### config.mk
export PLATFORM = sky130hd
export DESIGN_NAME = deadline_timer_queue
export DESIGN_NICKNAME = d
export VERILOG_FILES = /design/src/sv/dtq_pkg.sv /design/src/sv/deadline_timer_queue.sv /design/src/sv/dtq_slot_mem.sv /design/src/sv/dtq_min_unit.sv
export SDC_FILE = /design/constraint.sdc
export NUM_CORES = 2
export LEC_CHECK = 0
export BUFFER_PORTS_ARGS = -buffer_cell sky130_fd_sc_hd__buf_2
export CORE_MARGIN = 3
export CORE_UTILIZATION = 40
export CTS_CLUSTER_SIZE = 25
export DETAILED_ROUTE_END_ITERATION = 8
export PLACE_DENSITY = 0.51
export SLEW_MARGIN = 30
export SYNTH_ARGS = -nofsm -noshare
export SYNTH_HDL_FRONTEND = slang
export SYNTH_SLANG_ARGS = --single-unit
### constraint.sdc
create_clock -name clk -period 32.7 [get_ports clk]
set_input_delay 3.27 -clock clk [delete_from_list [all_inputs] [get_ports clk]]
set_output_delay 3.27 -clock clk [all_outputs]
set_load 0.005 [all_outputs]
### src/sv/dtq_pkg.sv
`timescale 1ns / 1ps
// ----------------------------------------------------------------------------
// dtq_pkg
// Shared types and codes for the deadline timer queue.
// ----------------------------------------------------------------------------
package dtq_pkg;

  localparam int DL_W  = 48;
  localparam int IVL_W = 32;
  localparam int ID_W  = 32;
  localparam int AGE_W = 32;

  localparam logic [1:0] KIND_ADD    = 2'd0;
  localparam logic [1:0] KIND_REMOVE = 2'd1;
  localparam logic [1:0] KIND_TICK   = 2'd2;

  // one stored timer
  typedef struct packed {
    logic [DL_W-1:0]  deadline;
    logic [IVL_W-1:0] interval;
    logic [ID_W-1:0]  ident;
    logic [AGE_W-1:0] age;
  } slot_t;

  // control from the sequencer to the compare unit
  typedef struct packed {
    logic clr;
    logic en;
  } scan_ctl_t;

endpackage

### src/sv/deadline_timer_queue.sv
`timescale 1ns / 1ps
// ----------------------------------------------------------------------------
// deadline_timer_queue
// Earliest-deadline timer table: add, remove by id, and tick that fires the
// earliest due timer and re-arms repeating ones.
// ----------------------------------------------------------------------------
//  channel   | ports                                  | handshake
//  ----------+----------------------------------------+---------------------------
//  command   | in_kind, in_time_value, in_repeat_...  | taken when start && !busy
//  result    | out_assigned_id .. out_next_deadline   | out_valid, one cycle, no stall
//
//  An item passes through SCAN1, ACT, SCAN2 and FIN to its result strobe: two
//  scans over the slot memory, one slot per cycle through its single read port
//  and the shared compare unit, each running on past the last slot to cover the
//  registered read data, with an update step between them and a result step last.
//  Busy drops in the cycle the result strobe shows; a new item may be taken then.
//  Reset clears all slot valid bits and both counters at once; no clearing pass.
//  The receiver cannot stall: each result is valid for exactly one cycle.
// ----------------------------------------------------------------------------
module deadline_timer_queue #(
  parameter int TIMER_SLOTS = 16
) (
  input  logic        clk,
  input  logic        rst_n,
  input  logic        start,
  output logic        busy,
  input  logic [1:0]  in_kind,
  input  logic [47:0] in_time_value,
  input  logic [31:0] in_repeat_interval,
  input  logic [31:0] in_timer_id,
  input  logic        in_handler_stop,
  output logic        out_valid,
  output logic [31:0] out_assigned_id,
  output logic        out_table_full,
  output logic        out_fired,
  output logic [31:0] out_fired_id,
  output logic        out_armed,
  output logic [47:0] out_next_deadline
);

  localparam int IW = $clog2(TIMER_SLOTS);
  localparam int CW = $clog2(TIMER_SLOTS + 1);
  localparam logic [CW-1:0] CNT_LAST = CW'(TIMER_SLOTS);

  localparam logic [2:0] ST_IDLE  = 3'd0;
  localparam logic [2:0] ST_SCAN1 = 3'd1;
  localparam logic [2:0] ST_ACT   = 3'd2;
  localparam logic [2:0] ST_SCAN2 = 3'd3;
  localparam logic [2:0] ST_FIN   = 3'd4;

  logic [2:0]             state_r, state_nxt;
  logic [CW-1:0]          cnt_r, cnt_nxt;
  logic [TIMER_SLOTS-1:0] valid_r, valid_nxt;
  logic [31:0]            last_id_r, last_id_nxt;
  logic [31:0]            ins_ctr_r, ins_ctr_nxt;

  logic [1:0]             kind_r, kind_nxt;
  logic [47:0]            tval_r, tval_nxt;
  logic [31:0]            ival_r, ival_nxt;
  logic [31:0]            rid_r, rid_nxt;
  logic                   stop_r, stop_nxt;

  logic                   free_found_r, free_found_nxt;
  logic [IW-1:0]          free_idx_r, free_idx_nxt;

  logic                   ov_r, ov_nxt;
  logic [31:0]            assigned_r, assigned_nxt;
  logic                   full_r, full_nxt;
  logic                   fired_r, fired_nxt;
  logic [31:0]            fid_r, fid_nxt;
  logic                   armed_r, armed_nxt;
  logic [47:0]            nd_r, nd_nxt;

  logic                   mem_we;
  logic [IW-1:0]          mem_waddr;
  dtq_pkg::slot_t         mem_wdata;
  dtq_pkg::slot_t         mem_rdata;
  logic [IW-1:0]          rd_addr;

  dtq_pkg::scan_ctl_t     scan_ctl;
  logic                   best_found;
  dtq_pkg::slot_t         best;
  logic [IW-1:0]          best_idx;

  logic [CW-1:0]          cnt_m1;
  logic [IW-1:0]          ev_idx;
  logic                   ev_on;
  logic [48:0]            rearm_sum;
  logic [47:0]            rearm_dl;

  assign rd_addr = cnt_r[IW-1:0];
  assign cnt_m1  = cnt_r - CW'(1);
  assign ev_idx  = cnt_m1[IW-1:0];
  // slot cnt-1 has its read data ready this cycle
  assign ev_on   = (cnt_r != '0);

  assign rearm_sum = {1'b0, tval_r} + {17'b0, best.interval};
  assign rearm_dl  = rearm_sum[48] ? '1 : rearm_sum[47:0];

  dtq_slot_mem #(
    .DEPTH (TIMER_SLOTS),
    .IW    (IW)
  ) u_mem (
    .clk   (clk),
    .we    (mem_we),
    .waddr (mem_waddr),
    .wdata (mem_wdata),
    .raddr (rd_addr),
    .rdata (mem_rdata)
  );

  dtq_min_unit #(
    .IW (IW)
  ) u_min (
    .clk        (clk),
    .rst_n      (rst_n),
    .ctl        (scan_ctl),
    .cand       (mem_rdata),
    .cand_idx   (ev_idx),
    .best_found (best_found),
    .best       (best),
    .best_idx   (best_idx)
  );

  always_comb begin
    state_nxt      = state_r;
    cnt_nxt        = cnt_r;
    valid_nxt      = valid_r;
    last_id_nxt    = last_id_r;
    ins_ctr_nxt    = ins_ctr_r;
    kind_nxt       = kind_r;
    tval_nxt       = tval_r;
    ival_nxt       = ival_r;
    rid_nxt        = rid_r;
    stop_nxt       = stop_r;
    free_found_nxt = free_found_r;
    free_idx_nxt   = free_idx_r;
    ov_nxt         = 1'b0;
    assigned_nxt   = assigned_r;
    full_nxt       = full_r;
    fired_nxt      = fired_r;
    fid_nxt        = fid_r;
    armed_nxt      = armed_r;
    nd_nxt         = nd_r;
    mem_we         = 1'b0;
    mem_waddr      = free_idx_r;
    mem_wdata      = '{deadline: tval_r, interval: ival_r,
                       ident: last_id_r + 32'd1, age: ins_ctr_r};
    scan_ctl       = '0;

    unique case (state_r)
      ST_IDLE: begin
        if (start) begin
          kind_nxt       = in_kind;
          tval_nxt       = in_time_value;
          ival_nxt       = in_repeat_interval;
          rid_nxt        = in_timer_id;
          stop_nxt       = in_handler_stop;
          free_found_nxt = 1'b0;
          assigned_nxt   = '0;
          full_nxt       = 1'b0;
          fired_nxt      = 1'b0;
          fid_nxt        = '0;
          cnt_nxt        = '0;
          scan_ctl.clr   = 1'b1;
          state_nxt      = ST_SCAN1;
        end
      end
      ST_SCAN1: begin
        cnt_nxt = cnt_r + CW'(1);
        if (ev_on) begin
          priority if (kind_r == dtq_pkg::KIND_ADD) begin
            if (!valid_r[ev_idx] && !free_found_r) begin
              free_found_nxt = 1'b1;
              free_idx_nxt   = ev_idx;
            end
          end else if (kind_r == dtq_pkg::KIND_REMOVE) begin
            if (valid_r[ev_idx] && (mem_rdata.ident == rid_r)) begin
              valid_nxt[ev_idx] = 1'b0;
            end
          end else if (kind_r == dtq_pkg::KIND_TICK) begin
            scan_ctl.en = valid_r[ev_idx];
          end else begin
          end
        end
        if (cnt_r == CNT_LAST) begin
          state_nxt = ST_ACT;
        end
      end
      ST_ACT: begin
        if (kind_r == dtq_pkg::KIND_ADD) begin
          if (free_found_r) begin
            mem_we                = 1'b1;
            valid_nxt[free_idx_r] = 1'b1;
            last_id_nxt           = last_id_r + 32'd1;
            ins_ctr_nxt           = ins_ctr_r + 32'd1;
            assigned_nxt          = last_id_r + 32'd1;
          end else begin
            full_nxt = 1'b1;
          end
        end else if (kind_r == dtq_pkg::KIND_TICK) begin
          if (best_found && (best.deadline <= tval_r)) begin
            fired_nxt = 1'b1;
            fid_nxt   = best.ident;
            if ((best.interval == '0) || stop_r) begin
              valid_nxt[best_idx] = 1'b0;
            end else begin
              mem_we      = 1'b1;
              mem_waddr   = best_idx;
              mem_wdata   = '{deadline: rearm_dl, interval: best.interval,
                              ident: best.ident, age: ins_ctr_r};
              ins_ctr_nxt = ins_ctr_r + 32'd1;
            end
          end
        end
        scan_ctl.clr = 1'b1;
        cnt_nxt      = '0;
        state_nxt    = ST_SCAN2;
      end
      ST_SCAN2: begin
        cnt_nxt     = cnt_r + CW'(1);
        scan_ctl.en = ev_on && valid_r[ev_idx];
        if (cnt_r == CNT_LAST) begin
          state_nxt = ST_FIN;
        end
      end
      ST_FIN: begin
        ov_nxt    = 1'b1;
        armed_nxt = best_found;
        nd_nxt    = best_found ? best.deadline : '0;
        state_nxt = ST_IDLE;
      end
      default: begin
        state_nxt = ST_IDLE;
      end
    endcase
  end

  always_ff @(posedge clk) begin
    if (!rst_n) begin
      state_r   <= ST_IDLE;
      cnt_r     <= '0;
      valid_r   <= '0;
      last_id_r <= '0;
      ins_ctr_r <= '0;
      ov_r      <= 1'b0;
    end else begin
      state_r   <= state_nxt;
      cnt_r     <= cnt_nxt;
      valid_r   <= valid_nxt;
      last_id_r <= last_id_nxt;
      ins_ctr_r <= ins_ctr_nxt;
      ov_r      <= ov_nxt;
    end
  end

  always_ff @(posedge clk) begin
    kind_r       <= kind_nxt;
    tval_r       <= tval_nxt;
    ival_r       <= ival_nxt;
    rid_r        <= rid_nxt;
    stop_r       <= stop_nxt;
    free_found_r <= free_found_nxt;
    free_idx_r   <= free_idx_nxt;
    assigned_r   <= assigned_nxt;
    full_r       <= full_nxt;
    fired_r      <= fired_nxt;
    fid_r        <= fid_nxt;
    armed_r      <= armed_nxt;
    nd_r         <= nd_nxt;
  end

  assign busy              = (state_r != ST_IDLE);
  assign out_valid         = ov_r;
  assign out_assigned_id   = assigned_r;
  assign out_table_full    = full_r;
  assign out_fired         = fired_r;
  assign out_fired_id      = fid_r;
  assign out_armed         = armed_r;
  assign out_next_deadline = nd_r;

  a_result_only_when_idle: assert property (@(posedge clk) disable iff (!rst_n)
    out_valid |-> !busy)
    else $error("result strobe while busy");

  a_no_result_after_accept: assert property (@(posedge clk) disable iff (!rst_n)
    (start && !busy) |=> !out_valid)
    else $error("result strobe right after accept");

  a_fire_excludes_add: assert property (@(posedge clk) disable iff (!rst_n)
    (out_valid && out_fired) |-> (out_assigned_id == '0) && !out_table_full)
    else $error("fire reported together with add fields");

  a_idle_deadline_zero: assert property (@(posedge clk) disable iff (!rst_n)
    (out_valid && !out_armed) |-> (out_next_deadline == '0))
    else $error("deadline reported with nothing armed");

  a_add_grows_table: assert property (@(posedge clk) disable iff (!rst_n)
    (state_r == ST_ACT && kind_r == dtq_pkg::KIND_ADD && free_found_r) |=>
      ($countones(valid_r) == $countones($past(valid_r)) + 1))
    else $error("add did not occupy exactly one slot");

endmodule

### src/sv/dtq_slot_mem.sv
`timescale 1ns / 1ps
// ----------------------------------------------------------------------------
// dtq_slot_mem
// Timer slot storage: one write port, one read port with registered data.
// ----------------------------------------------------------------------------
module dtq_slot_mem #(
  parameter int DEPTH = 16,
  parameter int IW    = 4
) (
  input  logic                 clk,
  input  logic                 we,
  input  logic [IW-1:0]        waddr,
  input  dtq_pkg::slot_t       wdata,
  input  logic [IW-1:0]        raddr,
  output dtq_pkg::slot_t       rdata
);

  dtq_pkg::slot_t mem [DEPTH];

  always_ff @(posedge clk) begin
    if (we) begin
      mem[waddr] <= wdata;
    end
  end

  always_ff @(posedge clk) begin
    rdata <= mem[raddr];
  end

endmodule

### src/sv/dtq_min_unit.sv
`timescale 1ns / 1ps
// ----------------------------------------------------------------------------
// dtq_min_unit
// Shared compare unit: tracks the earliest (deadline, age) slot seen in a scan.
// ----------------------------------------------------------------------------
module dtq_min_unit #(
  parameter int IW = 4
) (
  input  logic                 clk,
  input  logic                 rst_n,
  input  dtq_pkg::scan_ctl_t   ctl,
  input  dtq_pkg::slot_t       cand,
  input  logic [IW-1:0]        cand_idx,
  output logic                 best_found,
  output dtq_pkg::slot_t       best,
  output logic [IW-1:0]        best_idx
);

  logic           found_r, found_nxt;
  dtq_pkg::slot_t best_r, best_nxt;
  logic [IW-1:0]  idx_r, idx_nxt;
  logic           better;

  // strict compare keeps the earlier slot on a full tie
  assign better = !found_r ||
                  (cand.deadline < best_r.deadline) ||
                  ((cand.deadline == best_r.deadline) && (cand.age < best_r.age));

  always_comb begin
    found_nxt = found_r;
    best_nxt  = best_r;
    idx_nxt   = idx_r;
    if (ctl.clr) begin
      found_nxt = 1'b0;
    end else if (ctl.en && better) begin
      found_nxt = 1'b1;
      best_nxt  = cand;
      idx_nxt   = cand_idx;
    end
  end

  always_ff @(posedge clk) begin
    if (!rst_n) begin
      found_r <= 1'b0;
    end else begin
      found_r <= found_nxt;
    end
  end

  always_ff @(posedge clk) begin
    best_r <= best_nxt;
    idx_r  <= idx_nxt;
  end

  assign best_found = found_r;
  assign best       = best_r;
  assign best_idx   = idx_r;

endmodule

==> results.txt <==
status = finished clean
Setup CP Type = reg -> reg
num rows = 194
routability cong. = 0.842
Wirelength per Cell = 30.3 um
clk buf depth = 4
DIE WIDTH = 539 um
Initial Util = 40.4%
Critical Path Start = tval_r[43]$_DFFE_PP_
register area = 85400 um2
FF-to-FF path depth = 13
post-CTS setup buffer count = 0
Netlist cell types = 80
Slew headroom = 26.4%
drt pass-1 iters = 6
dpl hpwl = 170 mm
final setup skew = 0.0660 ns
Cell Area, Synth = 114000 um2
initial antenna violation count = 20
Hold Crit Depth = 0
Period minus WS final = 7.19 ns
DR iter-0 viols = 5958
DRT Wirelength = 304 mm
Fin Setup TNS = 0 ns
fin crit share = 22.0%
Pleak = 42.8 nW
syn_nets = 5909
Num CTS Buffers = 314
Layout area overhead = 14.8%
EDFF count, synth = 2687
CTS Hold Bufs = 0
area of the multi-input gates = 27100 um2
H-tree levels = 5
number of global-route vias before repair = 58199
Arr. time, crit path = 7.68 ns
largest net degree at the start of global routing = 106
worst ir drop on vdd = 0.0578 mV
FF-to-FF Start = tval_r[43]$_DFFE_PP_
fmax = 139 MHz
layout cells sized above 1 = 26.4%
TritonCTS Sinks = 2921
CTS Root Cell = clkbuf_16
crit path capture type = register
maximum capacitance violations = 0
Residual DRC = 0
Setup Viol. Count Final = 0
CTS tree = done
unrepaired setup endpoints after global routing = no
Hold Crit Start = u_mem.rdata[92]$_DFF_P_
post-synth top area cell = edfxtp_1
YS warnings = 0
total number of vias = 56821
Non-Filler Instances = 10030
IO Pins = 235
Hold Fails Final Rpt = 0
PD cells = 60.7 nW/um2
global route total overflow = 0
crit start category = register
synthesized flop and latch total = 2921
Final Max Slew Viols = 0
hold endpoint = u_min.best[92]$_DFFE_PP_
synthesized instance count = 5624
Worst-path clk slew = 0.06 ns
Top FF cell, synth = edfxtp_1
Port Buffer Count = 234
r2r setup slk = 25.51 ns
critical path required time = 33.19 ns
syn avg cell area = 20.2 um2
WHS = 0.409 ns
cell area after layout = 130000 um2
core area = 281000 um2
Die Y = 539 um
Final ANT Viol Nets = 0
fin nets = 6326
top-area cell type share of the netlist area = 71.1%
Vias/cell = 5.67
slew at the pin with the worst max-slew slack = 1.09 ns
global-route wire length before repair = 435 mm
clk_lat worst skew = 0.90 ns
Placed Cells = 9447
placed inst area = 120000 um2
crit path max fanout = 37
# fillers = 23412
GR Util All Layers = 20.7%
post_cts resized = 0
Area contributors post-synth = edfxtp_1 71%, mux4_2 14%, dfxtp_1 4.1%
Hold Path Class = reg -> reg
share of synthesized flip-flops with an asynchronous set or reset = 0%
register area share after synthesis = 75.2%
DIE AREA = 290000 um2
Worst R2R End = u_mem.mem[1][135]$_DFFE_PP_
## stage by stage
stage | power, W | setup WS (ns) | utilization, %
after floorplan | 0.00437 | 18.86 | -
after global placement | 0.00447 | 25.72 | 42.6
after detailed placement | 0.00447 | 25.58 | 42.7
after CTS | 0.00800 | 25.54 | 46.3
after global routing | 0.00818 | 25.27 | 46.4
final | 0.00790 | 25.51 | 46.4
## per-layer routing
metal / track usage (%) / vias up / wire length, um
met1: 30.5 / 30856 / 137000
li1: - / 23827 / -
met2: 32.9 / 1747 / 144000
met5: 0 / - / 0
met3: 2.52 / 391 / 15500
met4: 4.92 / 0 / 6900
## cells in the final DEF (no fill, tap or decap), drive strengths merged, types with 7 or more instances in the layout
cell,synthesis,final
a2111oi,7,7
a211oi,10,10
a21boi,17,17
a21o,27,27
a21oi,132,132
a31oi,29,29
and2,35,35
and3,49,49
buf,57,353
bufinv,0,21
clkbuf,195,432
clkinv,1,113
dfxtp,234,234
edfxtp,2687,2687
ha,166,166
inv,145,153
mux2,8,8
mux2i,35,35
mux4,725,725
nand2,271,271
nand2b,30,30
nand3,55,55
nand4,63,63
nor2,202,202
nor2b,14,14
nor3,67,67
nor4,28,28
o211ai,11,11
o21ai,71,71
o21bai,7,7
o311ai,12,12
o41ai,12,12
or3,14,14
or4b,8,8
xnor2,83,83
xor2,37,37
## worst max-delay path by stage
stage / end / cells after the start
after detailed placement: u_mem.mem[1][110]$_DFFE_PP_ / 13
final: u_mem.mem[1][135]$_DFFE_PP_ / 13
after global routing: u_mem.mem[1][109]$_DFFE_PP_ / 13
after floorplan: u_min.best[0]$_DFFE_PP_ / 9
after CTS: u_mem.mem[1][135]$_DFFE_PP_ / 13
after global placement: u_mem.mem[9][128]$_DFFE_PP_ / 14
## worst max-delay path: stages, from the launching register on
cell and delay, ns:
edfxtp_1 0.43, inv_1 0.07, ha_1 0.31, nand4_1 0.24, nor4_2 0.84, and3_1 0.44
a31oi_1 0.24, a31oi_1 0.63, and2_4 0.65, a22oi_1 0.41, nor2_4 0.19, buf_4 0.67
buf_4 0.84, buf_4 0.71
## where the power goes
part / internal (W) / switching [W]
clock network: 0.00205 / 0.00146
registers: 0.00408 / 0.0000221
logic: 0.000131 / 0.000155
## cells in the mapped netlist (all sizes together), types with 5 or more instances
| cell type | count |
|---|---|
| nor2 | 202 |
| xnor2 | 83 |
| nand4 | 63 |
| mux2 | 8 |
| a21boi | 17 |
| a2111oi | 7 |
| a31oi | 29 |
| edfxtp | 2687 |
| o21bai | 7 |
| nor3 | 67 |
| a41oi | 6 |
| nand2b | 30 |
| dfxtp | 234 |
| a2bb2oi | 6 |
| o211ai | 11 |
| mux2i | 35 |
| nor2b | 14 |
| and3 | 49 |
| a211oi | 10 |
| o221ai | 5 |
| o21ai | 71 |
| o311ai | 12 |
| nor4b | 5 |
| a21oi | 132 |
| and4 | 5 |
| mux4 | 725 |
| nor4 | 28 |
| a21o | 27 |
| or3 | 14 |
| or4b | 8 |
| nor3b | 6 |
| o21a | 6 |
| inv | 145 |
| nand3 | 55 |
| nand2 | 271 |
| o41ai | 12 |
| and2 | 35 |
| ha | 166 |
| clkbuf | 195 |
| buf | 57 |
| xor2 | 37 |
## flip-flops by register name, indices dropped and copies added (netlist names), 2 cells and up
name and flops:
out_assigned_id 32, free_idx_r 4, state_r 3, u_min.best 144, out_next_deadline 48, u_min.best_idx 4
ival_r 32, out_fired_id 32, rid_r 32, u_mem.mem 2304, u_mem.rdata 144, kind_r 2
valid_r 16, tval_r 48, ins_ctr_r 32, last_id_r 32, cnt_r 5
## kinds of logic (layout without fill, tap and decap cells)
group | after synthesis | after routing | share of synthesized area, %
compound gates | 387 | 387 | 2.19
mux | 768 | 768 | 14.8
fa+ha+maj | 167 | 167 | 1.85
buf+inv | 398 | 1077 | 1.33
other cells | 0 | 3 | 0
xor+xnor | 120 | 120 | 0.926
flops | 2921 | 2921 | 75.2
simple gates | 863 | 863 | 3.72
## area by class of cell
type	instances	share of cell area, %
timing repair buffer	353	1.76
tap	3724	3.58
inverter	146	0.424
multi-input combinational	2305	20.8
antenna	3	0.00576
clock inverter	146	1.14
clock buffer	432	6.73
sequential	2921	65.5
Note: power is estimated with default switching activity, not from simulation.
